File: config.mk
export PLATFORM = sky130hd
export DESIGN_NAME = pmx_permutation_crossover_top
export DESIGN_NICKNAME = d
export VERILOG_FILES = /design/src/hdl/pmx_pkg.sv /design/src/hdl/pmx_ctrl.sv /design/src/hdl/pmx_datapath.sv /design/src/hdl/pmx_permutation_crossover_top.sv
export VERILOG_INCLUDE_DIRS = /design/src /design/src/hdl
export SDC_FILE = /design/constraint.sdc
export NUM_CORES = 1
export LEC_CHECK = 0
export BUFFER_PORTS_ARGS = -buffer_cell sky130_fd_sc_hd__buf_2
export CAP_MARGIN = 40
export CORE_MARGIN = 3
export CORE_UTILIZATION = 45
export DETAILED_ROUTE_END_ITERATION = 6
export SYNTH_ARGS = -nofsm -noshare
export SYNTH_HDL_FRONTEND = slang
export SYNTH_SLANG_ARGS = --single-unit
File: constraint.sdc
create_clock -name clk -period 5.2 [get_ports clk]
set_input_delay 0.26 -clock clk [delete_from_list [all_inputs] [get_ports clk]]
set_output_delay 0.26 -clock clk [all_outputs]
set_load 0.01 [all_outputs]
File: src/hdl/pmx_permutation_crossover_top_defines.svh
// assertion macros for the pmx crossover block
`ifndef PMX_PERMUTATION_CROSSOVER_TOP_DEFINES_SVH
`define PMX_PERMUTATION_CROSSOVER_TOP_DEFINES_SVH

`ifndef SYNTHESIS
`define PMX_ASSERT_IMP(lbl, ck, rs, ante, cons) \
  lbl: assert property (@(posedge ck) disable iff (rs) (ante) |-> (cons)) \
    else $error("pmx assertion failed");
`define PMX_ASSERT_NXT(lbl, ck, rs, ante, cons) \
  lbl: assert property (@(posedge ck) disable iff (rs) (ante) |=> (cons)) \
    else $error("pmx assertion failed");
`else
`define PMX_ASSERT_IMP(lbl, ck, rs, ante, cons)
`define PMX_ASSERT_NXT(lbl, ck, rs, ante, cons)
`endif

`endif

File: src/hdl/pmx_pkg.sv
// shared types and constants of the pmx crossover block
package pmx_pkg;

  localparam int TOUR_LEN_MAX_DEF = 32;
  localparam int CITY_BITS_DEF    = 5;
  localparam int CUT_BITS         = 6;

  typedef enum logic [8:0] {
    S_LOAD     = 9'b000000001,
    S_SETUP    = 9'b000000010,
    S_SCAN_RD  = 9'b000000100,
    S_SCAN_ACC = 9'b000001000,
    S_CHECK    = 9'b000010000,
    S_OUT_RD   = 9'b000100000,
    S_OUT_LD   = 9'b001000000,
    S_CHAIN    = 9'b010000000,
    S_EMIT     = 9'b100000000
  } pmx_state_t;

  typedef struct packed {
    logic load;
    logic start;
    logic setup;
    logic scan_acc;
    logic check;
    logic city_ld;
    logic step;
    logic emit;
  } pmx_cmd_t;

  typedef struct packed {
    logic idx_last;
    logic chain_done;
    logic out_free;
  } pmx_sts_t;

endpackage

File: src/hdl/pmx_ctrl.sv
// sequencing state machine of the pmx crossover block
module pmx_ctrl import pmx_pkg::*; (
  input  logic     clk,
  input  logic     rst,
  input  logic     in_valid,
  input  logic     in_last,
  output logic     in_ready,
  output pmx_cmd_t cmd,
  input  pmx_sts_t sts
);

  pmx_state_t state, state_next;

  assign in_ready = (state == S_LOAD);

  always_ff @(posedge clk) begin
    if (rst) begin
      state <= S_LOAD;
    end else begin
      state <= state_next;
    end
  end

  always_comb begin
    cmd        = '0;
    state_next = state;
    unique case (state)
      S_LOAD: begin
        if (in_valid) begin
          cmd.load = 1'b1;
          if (in_last) begin
            cmd.start  = 1'b1;
            state_next = S_SETUP;
          end
        end
      end
      S_SETUP: begin
        cmd.setup  = 1'b1;
        state_next = S_SCAN_RD;
      end
      S_SCAN_RD: begin
        state_next = S_SCAN_ACC;
      end
      S_SCAN_ACC: begin
        cmd.scan_acc = 1'b1;
        state_next   = sts.idx_last ? S_CHECK : S_SCAN_RD;
      end
      S_CHECK: begin
        cmd.check  = 1'b1;
        state_next = S_OUT_RD;
      end
      S_OUT_RD: begin
        state_next = S_OUT_LD;
      end
      S_OUT_LD: begin
        cmd.city_ld = 1'b1;
        state_next  = S_CHAIN;
      end
      S_CHAIN: begin
        if (sts.chain_done) begin
          state_next = S_EMIT;
        end else begin
          cmd.step = 1'b1;
        end
      end
      S_EMIT: begin
        if (sts.out_free) begin
          cmd.emit   = 1'b1;
          state_next = sts.idx_last ? S_LOAD : S_OUT_RD;
        end
      end
      default: begin
        state_next = S_LOAD;
      end
    endcase
  end

endmodule

File: src/hdl/pmx_datapath.sv
// parent stores, segment maps, chain follower and output register
`include "pmx_permutation_crossover_top_defines.svh"

module pmx_datapath import pmx_pkg::*; #(
  parameter int TOUR_LEN_MAX = TOUR_LEN_MAX_DEF,
  parameter int CITY_BITS    = CITY_BITS_DEF,
  localparam int IDX_W       = $clog2(TOUR_LEN_MAX)
) (
  input  logic                 clk,
  input  logic                 rst,
  input  logic [CITY_BITS-1:0] gene_a,
  input  logic [CITY_BITS-1:0] gene_b,
  input  logic [CUT_BITS-1:0]  cut_left,
  input  logic [CUT_BITS-1:0]  cut_right,
  input  pmx_cmd_t             cmd,
  output pmx_sts_t             sts,
  input  logic                 out_ready,
  output logic                 out_valid,
  output logic [IDX_W-1:0]     position,
  output logic [CITY_BITS-1:0] child_a,
  output logic [CITY_BITS-1:0] child_b,
  output logic                 bad_parents,
  output logic                 last_out
);

  localparam int NUM_CITIES = 1 << CITY_BITS;
  localparam int CNT_W      = $clog2(TOUR_LEN_MAX + 1);
  localparam int CMP_W      = (CUT_BITS > CNT_W) ? CUT_BITS : CNT_W;

  logic [CITY_BITS-1:0] mem_a [TOUR_LEN_MAX];
  logic [CITY_BITS-1:0] mem_b [TOUR_LEN_MAX];
  logic [CITY_BITS-1:0] map_a [NUM_CITIES];
  logic [CITY_BITS-1:0] map_b [NUM_CITIES];

  logic [CNT_W-1:0]      count, n, lo, hi, steps;
  logic [CUT_BITS-1:0]   cut_l_q, cut_r_q;
  logic [IDX_W-1:0]      idx;
  logic [CITY_BITS-1:0]  rd_a, rd_b, city_a, city_b;
  logic [NUM_CITIES-1:0] set_a, set_b, valid_a, valid_b;
  logic                  bad, in_seg_q;

  logic             room, in_seg, idx_last;
  logic [CNT_W-1:0] idx_x;
  logic [CMP_W-1:0] cl_x, cr_x, n_x, lo_x, hi_x;

  assign room     = count < CNT_W'(TOUR_LEN_MAX);
  assign idx_x    = CNT_W'(idx);
  assign idx_last = (idx_x + CNT_W'(1)) == n;
  assign in_seg   = (idx_x >= lo) && (idx_x <= hi);

  // cut ordering and clamp to tour length
  assign cl_x = CMP_W'(cut_l_q);
  assign cr_x = CMP_W'(cut_r_q);
  assign n_x  = CMP_W'(n);
  assign lo_x = (cl_x < cr_x) ? cl_x : cr_x;
  assign hi_x = (cl_x < cr_x) ? cr_x : cl_x;

  assign sts.idx_last   = idx_last;
  assign sts.out_free   = !out_valid || out_ready;
  assign sts.chain_done = in_seg_q || bad || (steps == n) ||
                          (!valid_a[city_a] && !valid_b[city_b]);

  // parent stores
  always_ff @(posedge clk) begin
    if (cmd.load && room) begin
      mem_a[count[IDX_W-1:0]] <= gene_a;
      mem_b[count[IDX_W-1:0]] <= gene_b;
    end
    rd_a <= mem_a[idx];
    rd_b <= mem_b[idx];
  end

  always_ff @(posedge clk) begin
    if (rst) begin
      count     <= '0;
      valid_a   <= '0;
      valid_b   <= '0;
      out_valid <= 1'b0;
    end else begin
      if (cmd.load) begin
        if (cmd.start) begin
          count <= '0;
        end else if (room) begin
          count <= count + CNT_W'(1);
        end
      end
      if (cmd.setup) begin
        valid_a <= '0;
        valid_b <= '0;
      end else if (cmd.scan_acc && in_seg) begin
        valid_a[rd_b] <= 1'b1;
        valid_b[rd_a] <= 1'b1;
      end
      if (cmd.emit) begin
        out_valid <= 1'b1;
      end else if (out_ready) begin
        out_valid <= 1'b0;
      end
    end
  end

  always_ff @(posedge clk) begin
    if (cmd.start) begin
      cut_l_q <= cut_left;
      cut_r_q <= cut_right;
      n       <= room ? count + CNT_W'(1) : count;
    end
    if (cmd.setup) begin
      lo    <= (lo_x > n_x) ? n : CNT_W'(lo_x);
      hi    <= (hi_x > n_x) ? n : CNT_W'(hi_x);
      set_a <= '0;
      set_b <= '0;
      bad   <= 1'b0;
      idx   <= '0;
    end else if (cmd.scan_acc) begin
      // duplicate check and first-occurrence segment mapping
      if (set_a[rd_a] || set_b[rd_b]) begin
        bad <= 1'b1;
      end
      set_a[rd_a] <= 1'b1;
      set_b[rd_b] <= 1'b1;
      if (in_seg) begin
        if (!valid_a[rd_b]) begin
          map_a[rd_b] <= rd_a;
        end
        if (!valid_b[rd_a]) begin
          map_b[rd_a] <= rd_b;
        end
      end
      idx <= idx + IDX_W'(1);
    end else if (cmd.check) begin
      if (set_a != set_b) begin
        bad <= 1'b1;
      end
      idx <= '0;
    end else if (cmd.emit) begin
      idx <= idx + IDX_W'(1);
    end

    if (cmd.city_ld) begin
      // segment positions take the other parent
      city_a   <= in_seg ? rd_b : rd_a;
      city_b   <= in_seg ? rd_a : rd_b;
      in_seg_q <= in_seg;
      steps    <= '0;
    end else if (cmd.step) begin
      if (valid_a[city_a]) begin
        city_a <= map_a[city_a];
      end
      if (valid_b[city_b]) begin
        city_b <= map_b[city_b];
      end
      steps <= steps + CNT_W'(1);
    end

    if (cmd.emit) begin
      position    <= idx;
      child_a     <= bad ? '0 : city_a;
      child_b     <= bad ? '0 : city_b;
      bad_parents <= bad;
      last_out    <= idx_last;
    end
  end

  `PMX_ASSERT_IMP(a_step_bound, clk, rst, cmd.step, steps < n)
  `PMX_ASSERT_IMP(a_idx_range, clk, rst, cmd.scan_acc || cmd.city_ld, idx_x < n)
  `PMX_ASSERT_IMP(a_bad_zero, clk, rst, out_valid && bad_parents,
                  child_a == '0 && child_b == '0)
  `PMX_ASSERT_NXT(a_last_mark, clk, rst, cmd.emit && idx_last, out_valid && last_out)

endmodule

File: src/hdl/pmx_permutation_crossover_top.sv
// top level of the pmx crossover block
//
// input channel: one request per tour position, carrying the city of each parent
// (gene_a, gene_b); the request with last high closes the tour and brings the two
// cut points, which may come in either order and are clamped to the tour length.
// positions beyond TOUR_LEN_MAX are dropped.
// loading accepts one position per cycle. after the last request the block stops
// taking input and works on the tour: a setup step, a read and an accumulate step
// per position for the permutation check and segment mapping, a step to finish the
// check, then per position a read, a load, one chain step per link of the mapping
// chain (at most the tour length) in the chain follower, and an emit step.
// output channel: one result per position, in order, with last_out on the final
// one; bad_parents set and children zero when the parents are not permutations
// of one city set. a stalled receiver holds the block in its emit step; the
// output register lets the next position be prepared meanwhile.
// the block takes the next tour once the final result is in the output register.
// reset (synchronous, active high) empties the load counter and the output.
module pmx_permutation_crossover_top import pmx_pkg::*; #(
  parameter int TOUR_LEN_MAX = TOUR_LEN_MAX_DEF,
  parameter int CITY_BITS    = CITY_BITS_DEF,
  localparam int IDX_W       = $clog2(TOUR_LEN_MAX)
) (
  input  logic                 clk,
  input  logic                 rst,
  input  logic                 in_valid,
  output logic                 in_ready,
  input  logic [CITY_BITS-1:0] gene_a,
  input  logic [CITY_BITS-1:0] gene_b,
  input  logic [CUT_BITS-1:0]  cut_left,
  input  logic [CUT_BITS-1:0]  cut_right,
  input  logic                 last,
  output logic                 out_valid,
  input  logic                 out_ready,
  output logic [IDX_W-1:0]     position,
  output logic [CITY_BITS-1:0] child_a,
  output logic [CITY_BITS-1:0] child_b,
  output logic                 bad_parents,
  output logic                 last_out
);

  pmx_cmd_t cmd;
  pmx_sts_t sts;

  pmx_ctrl u_ctrl (
    .clk      (clk),
    .rst      (rst),
    .in_valid (in_valid),
    .in_last  (last),
    .in_ready (in_ready),
    .cmd      (cmd),
    .sts      (sts)
  );

  pmx_datapath #(
    .TOUR_LEN_MAX (TOUR_LEN_MAX),
    .CITY_BITS    (CITY_BITS)
  ) u_datapath (
    .clk         (clk),
    .rst         (rst),
    .gene_a      (gene_a),
    .gene_b      (gene_b),
    .cut_left    (cut_left),
    .cut_right   (cut_right),
    .cmd         (cmd),
    .sts         (sts),
    .out_ready   (out_ready),
    .out_valid   (out_valid),
    .position    (position),
    .child_a     (child_a),
    .child_b     (child_b),
    .bad_parents (bad_parents),
    .last_out    (last_out)
  );

endmodule
==> results of run 1 <==
-- cell type report --
type / instances / share of cell area
Clock inverter: 54 / 0.0126
Tap cell: 1050 / 0.0321
Sequential cell: 874 / 0.599
Inverter: 33 / 0.00303
Timing Repair Buffer: 137 / 0.0253
Clock buffer: 115 / 0.0604
Multi-Input combinational cell: 1137 / 0.268
-- where the power goes --
group / switching (mW) / internal [mW]
Combinational: 1.62 / 0.940
Sequential: 0.332 / 8.05
Clock: 2.66 / 3.77
-- layer usage --
metal / vias up / global-route usage / share of wire
met5: - / 0 / 0.00016
met4: 2 / 0.0528 / 0.021
met3: 138 / 0.0395 / 0.064
met2: 653 / 0.320 / 0.48
met1: 10300 / 0.288 / 0.44
li1: 8823 / - / -
-- sequential cells by signal (all words and copies together), names as in the netlist, 6 cells and up, named ones only --
| register | flops |
|---|---|
| u_datapath.mem_a | 160 |
| u_datapath.cl_x | 6 |
| u_datapath.set_a | 32 |
| u_datapath.map_b | 160 |
| u_datapath.steps | 6 |
| u_datapath.n | 6 |
| u_datapath.hi | 6 |
| u_datapath.valid_a | 32 |
| u_datapath.mem_b | 160 |
| u_ctrl.state | 9 |
| u_datapath.lo | 6 |
| u_datapath.valid_b | 32 |
| u_datapath.set_b | 32 |
| u_datapath.cr_x | 6 |
| u_datapath.count | 6 |
| u_datapath.map_a | 160 |
-- per-stage QoR --
step,std cells,power (mW)
2_1_floorplan,2183,10.1
3_3_place_gp,3179,11.0
3_5_place_dp,3217,11.1
4_1_cts,3400,17.6
5_1_grt,3400,18.0
6_report,3400,17.4
-- logic make-up (layout without fill, tap and decap cells) --
logic type	Yosys count	in the layout	synth area share
adders and majority gates	33	33	0.0114
and+or+nand+nor	492	492	0.0661
AOI/OAI and AO/OA	265	265	0.0496
muxes	292	292	0.162
xor gates and xnor gates	55	55	0.0133
DFF	874	874	0.677
buffers and inverters	172	339	0.0205
-- tightest hold or removal path, cell delays in order --
cell	delay, ns
buf_2	0.16
nand2b_1	0.14
a21oi_1	0.07
-- cells in the mapped netlist, types with 10 or more instances --
cell | instances | area, um2
mux2_2 | 44 | 495
o21a_1 | 52 | 390
nand2_1 | 53 | 199
dfxtp_1 | 176 | 3520
buf_1 | 25 | 93.8
buf_2 | 20 | 100
nand2b_1 | 11 | 68.8
a31oi_1 | 45 | 282
nor2_1 | 209 | 785
xor2_1 | 13 | 114
a22oi_1 | 14 | 105
edfxtp_1 | 698 | 21000
mux2i_1 | 21 | 210
nand3_1 | 17 | 85.1
nand4_1 | 15 | 93.8
a22o_1 | 24 | 210
mux4_1 | 14 | 368
nor3_1 | 89 | 445
a221oi_1 | 16 | 140
o21ai_0 | 15 | 75.1
mux4_2 | 212 | 4770
nand3b_1 | 13 | 97.6
nor2b_1 | 27 | 169
a21oi_1 | 70 | 350
xnor2_1 | 42 | 368
ha_1 | 33 | 413
and3_1 | 10 | 62.6
inv_1 | 30 | 113
clkbuf_1 | 82 | 308
-- path summary, 6_finish.rpt --
path,to,cells past startpoint,from
hold reg to reg,u_datapath.valid_a[28],1,u_datapath.valid_a[28]
setup reg to reg,u_datapath.hi[2],16,u_datapath.cr_x[1]
setup / recovery,u_datapath.hi[2],16,u_datapath.cr_x[1]
hold / removal,u_datapath.out_valid,3,out_ready
-- timing repair --
item | in CTS | in global routing
endpoints found under the hold margin | 17 | 0
hold buffers | 14 | 0
setup buffers | 0 | 0
==> impl_metrics.ini, run 1 <==
[finish]
multi_input_area_um2 = 11000
area_growth_pct = 13.1
fillers = 6380
final-seq-area_um2 = 24500
final_common_cell = edfxtp_1
num-nets-final = 2333
final_util = 0.516
antenna_cells = 0
final_cell_mix = 698 x edfxtp_1, 212 x mux4_2, 208 x nor2_1
final_layout_size_suffix_gt1_frac = 0.237
finalInstanceArea_um2 = 40900

[global_routing]
grt_use_total = 0.202
grt_pass1_vias = 20400
grt_pass1_wl_um = 127000
grt-ovfl-total = 0
grt_max_degree = 62
antenna_found_initial = 1

[detailed_routing]
wl_per_cell_um = 24.5
via_count = 19900
drt-pass1-iter-count = 6
routed_via_density = 5.85
wl_um = 83200
detail-route-antenna-nets = 0
drt_iter0_drc = 1911
drc = 0

[clock_network]
cts_resized = 0
cts_sinks = 874
insertion_delay_ns = 0.65
cts_max_level = 3
cts_tree = yes
root_buffer = clkbuf_16
path_clk_slew_ns = 0.06
clock_path_buffers = 3
numCtsBuffers = 90

[critical_path]
cp_num_buf_inv = 2
critPathMaxFanout = 12
crit_path_frequent_cell = o21a_1
cp-end-kind = flip-flop
crit_path_max_incr_delay_ns = 0.50
startpoint_type = flip-flop
worstSetupPathType = flip-flop to flip-flop
crit_arrival_ns = 4.65
cp_cell_sequence = inv_1 > ha_1 > a21o_1 > a21o_1 > a21o_1 > a31oi_1 > buf_4 > mux2_2 > ha_1 > nor2b_1 > o21a_1 > o21a_1 > o21a_1 > o21a_1 > o22ai_1 > mux2_2
cp.required_ns = 5.59
rrSetupSlack_ns = 0.94
cp_top_family = compound AO/OA/AOI/OAI gates
critPathSlowestCell = o22ai_1

[place]
dp_slack_ns = 0.990
gp_congestion = 0.830
placed_area_um2 = 37800
hpwlAfterDp_um = 54500
io_buffers = 45

[sta]
finalCriticalPeriod_ns = 4.26
whs_ns = 0.0513
finalSetupViolations = 0
drv_slew = 0
setup_ws_ns = 0.943
maxSlewHeadroom = 0.402
max_freq_mhz = 235
rsz0062_at_grt = false
setup_tns_ns = 0
worstMarginPinSlew_ns = 0.897
final-hold-violation-count = 0
post-route-period-util = 0.819
skew_ns = 0.0279

[die]
die_y_um = 290
start_util = 0.456
ioPinCount = 46
die_area_um2 = 83800
core_area_um2 = 79300
rows = 103
fp.dieW_um = 290

[yosys]
synthArstFlopShare = 0
syn-instance-count = 2183
synth_ff_type = edfxtp_1
synthesis.area_um2 = 36200
synthDistinctLibCells = 63
ys.warnings.count = 0
synth_edf_count = 698
ys_ff_latch = 874
seq_area_frac_synth = 0.677
syn-mean-instance-area_um2 = 16.6
synth_nets = 2243

[power_and_ir_drop]
powerDensity_nw_per_um2 = 424
ir_worst_vdd_v = 0.000341
leakage_nw = 13.4

[min_path]
hold_class = input port to flip-flop

[flow_run]
maxCapViolCount = 0

[run_status]
outcome = completed
No activity file was read; power rests on OpenSTA's default activity.
==> inputs of run 2 (changes only) <==
--- a/config.mk
+++ b/config.mk
@@ -6,6 +6,7 @@
 export SDC_FILE = /design/constraint.sdc
 export NUM_CORES = 1
 export LEC_CHECK = 0
+export ABC_AREA = 1
 export BUFFER_PORTS_ARGS = -buffer_cell sky130_fd_sc_hd__buf_2
 export CAP_MARGIN = 40
 export CORE_MARGIN = 3
==> constraint.sdc (replaced) <==
create_clock -name clk -period 3.4 [get_ports clk]
set_input_delay 0.17 -clock clk [delete_from_list [all_inputs] [get_ports clk]]
set_output_delay 0.17 -clock clk [all_outputs]
set_load 0.01 [all_outputs]
==> impl_metrics.ini, run 2 <==
[run_status]
outcome = completed

[global_routing]
grt_use_total = 0.226
grt-ovfl-total = 0
grt_pass1_vias = 24900
antenna_found_initial = 1
grt_pass1_wl_um = 150000
grt_max_degree = 81

[sta]
finalSetupViolations = 0
maxSlewHeadroom = 0.454
finalCriticalPeriod_ns = 3.05
worstMarginPinSlew_ns = 0.819
max_freq_mhz = 328
final-hold-violation-count = 0
setup_tns_ns = 0
rsz0062_at_grt = false
drv_slew = 0
post-route-period-util = 0.896
skew_ns = 0.0406

[finish]
final_layout_size_suffix_gt1_frac = 0.115
fillers = 7103
area_growth_pct = 13.6
final_common_cell = edfxtp_1
num-nets-final = 3521
antenna_cells = 0
final_cell_mix = 698 x edfxtp_1, 523 x nor2_1, 374 x nand2_1

[critical_path]
cp_cell_sequence = ha_1 > a21boi_0 > o21ai_0 > o211ai_1 > buf_6 > nor2_1 > a21oi_1 > ha_1 > a21oi_1 > o21ai_0 > a21oi_1 > o21ai_0 > o21ai_2 > buf_2 > o21ai_0
cp_num_buf_inv = 2
cp-end-kind = flip-flop
crit_arrival_ns = 3.45
crit_path_max_incr_delay_ns = 0.41
worstSetupPathType = flip-flop to flip-flop
critPathMaxFanout = 24
cp.required_ns = 3.80
cp_top_family = compound AO/OA/AOI/OAI gates
critPathSlowestCell = edfxtp_1
startpoint_type = flip-flop
crit_path_frequent_cell = o21ai_0

[place]
io_buffers = 45
hpwlAfterDp_um = 62700
gp_congestion = 0.856

[yosys]
yosysTopAreaCell = edfxtp_1
ys_ff_latch = 874
synth_nets = 3441
synth_top_area_share = 0.569
synthTopCellsByCount = 698 x edfxtp_1, 524 x nor2_1, 375 x nand2_1
synth_ff_type = edfxtp_1
yosysMostFrequentCell = edfxtp_1
synthArstFlopShare = 0
synthesis.area_um2 = 36900
syn-mean-instance-area_um2 = 10.9
syn-instance-count = 3381
seq_area_frac_synth = 0.664
synth_edf_count = 698
synthDistinctLibCells = 47
netlist_top_cells_area = edfxtp_1 57%, dfxtp_1 9.6%, nor2_1 5.3%, o21ai_0 4.7%, nand2_1 3.8%
ys.warnings.count = 0

[die]
core_area_um2 = 80800
start_util = 0.456
ioPinCount = 46
die_area_um2 = 85400
fp.dieW_um = 292
die_y_um = 292
rows = 104

[min_path]
hold_class = input port to flip-flop

[detailed_routing]
detail-route-antenna-nets = 0
via_count = 25900
drc = 0
routed_via_density = 5.64
drt_iter0_drc = 2362
drt-pass1-iter-count = 6
wl_per_cell_um = 21.4
wl_um = 98300

[clock_network]
cts_max_level = 3
cts_tree = yes
clock_path_buffers = 3
insertion_delay_ns = 0.68
numCtsBuffers = 94
path_clk_slew_ns = 0.06
cts_sinks = 874
root_buffer = clkbuf_16

[power_and_ir_drop]
ir_worst_vdd_v = 0.000685
powerDensity_nw_per_um2 = 720
finalPower_mw = 30.1
leakage_nw = 14.7

[flow_run]
maxCapViolCount = 0
-- run 2: cell families (layout without fill, tap and decap cells) --
logic type               count (synthesis)  in the layout  synth area share
AND/OR/NAND/NOR                       1213           1213             0.142
flip-flops                             874            874             0.664
AO/OA/AOI/OAI                          826            826             0.131
buffers and inverters                  400            559            0.0437
XOR/XNOR                                35             35           0.00832
adder cells (fa/ha/maj)                 33             33            0.0112
-- run 2: power breakdown --
part	switching [mW]	internal [mW]	total, mW	leakage, nW
combinational	4.66	1.81	6.47	5.43
sequential	0.462	12.7	13.2	7.72
clock	4.32	6.17	10.5	1.54
total	9.44	20.7	30.1	14.7
-- run 2: path summary, 6_finish.rpt --
check,start,depth (start not counted),end,slack [ns]
setup / recovery,u_datapath.cl_x[1],15,u_datapath.lo[1],0.35
hold / removal,gene_a[4],1,u_datapath.mem_a[19][4],0.05
setup reg to reg,u_datapath.cl_x[1],15,u_datapath.lo[1],0.35
hold reg to reg,u_datapath.valid_a[18],2,u_datapath.valid_a[18],0.49
-- run 2: metal layers --
metal / vias up / wire (um) / track usage / part of all wire
li1: 12300 / - / - / -
met1: 12600 / 42500 / 0.314 / 0.43
met2: 893 / 46800 / 0.368 / 0.48
met3: 165 / 6190 / 0.0345 / 0.063
met4: 0 / 2810 / 0.0749 / 0.029
met5: - / 0 / 0 / 0
-- run 2: per-stage QoR --
stage,hold WS [ns],area [um2],instances,util,worst slack [ns]
final,0.0531,41900,4600,0.518,0.354
after global routing,0.0695,41900,4600,0.518,0.00470
after CTS,0.0315,41900,4600,0.518,0.217
after detailed placement,0.348,38500,4408,0.477,0.226
after global placement,0.348,38500,4405,0.476,0.223
after floorplan,0.269,36900,3381,-,0.492
-- run 2: area by class of cell --
cell class                 count  area, um2  share of cell area
clock inverter                54        652              0.0156
multi-input combinational   2107      10800               0.257
tap                         1060       1330              0.0317
timing repair buffer         170       1280              0.0306
sequential                   874      24500               0.585
clock buffer                 121       2540              0.0608
inverter                     214        806              0.0192
-- run 2: repair_timing --
| action | CTS | global route |
|---|---|---|
| buffers inserted | 0 | 0 |
| hold endpoints to repair | 27 | 0 |
| hold buffers | 17 | 0 |
| endpoints found under the setup margin | 0 | 4 |
| gates resized for setup | 0 | 3 |
-- run 2: worst reg2reg max path, delay by kind of cell (launching register included) --
kind | cells | cell delay (ns)
buffers and inverters | 2 | 0.43
AO/OA/AOI/OAI | 10 | 1.30
AND/OR/NAND/NOR | 1 | 0.06
flip-flops | 1 | 0.41
adder cells (fa/ha/maj) | 2 | 0.59
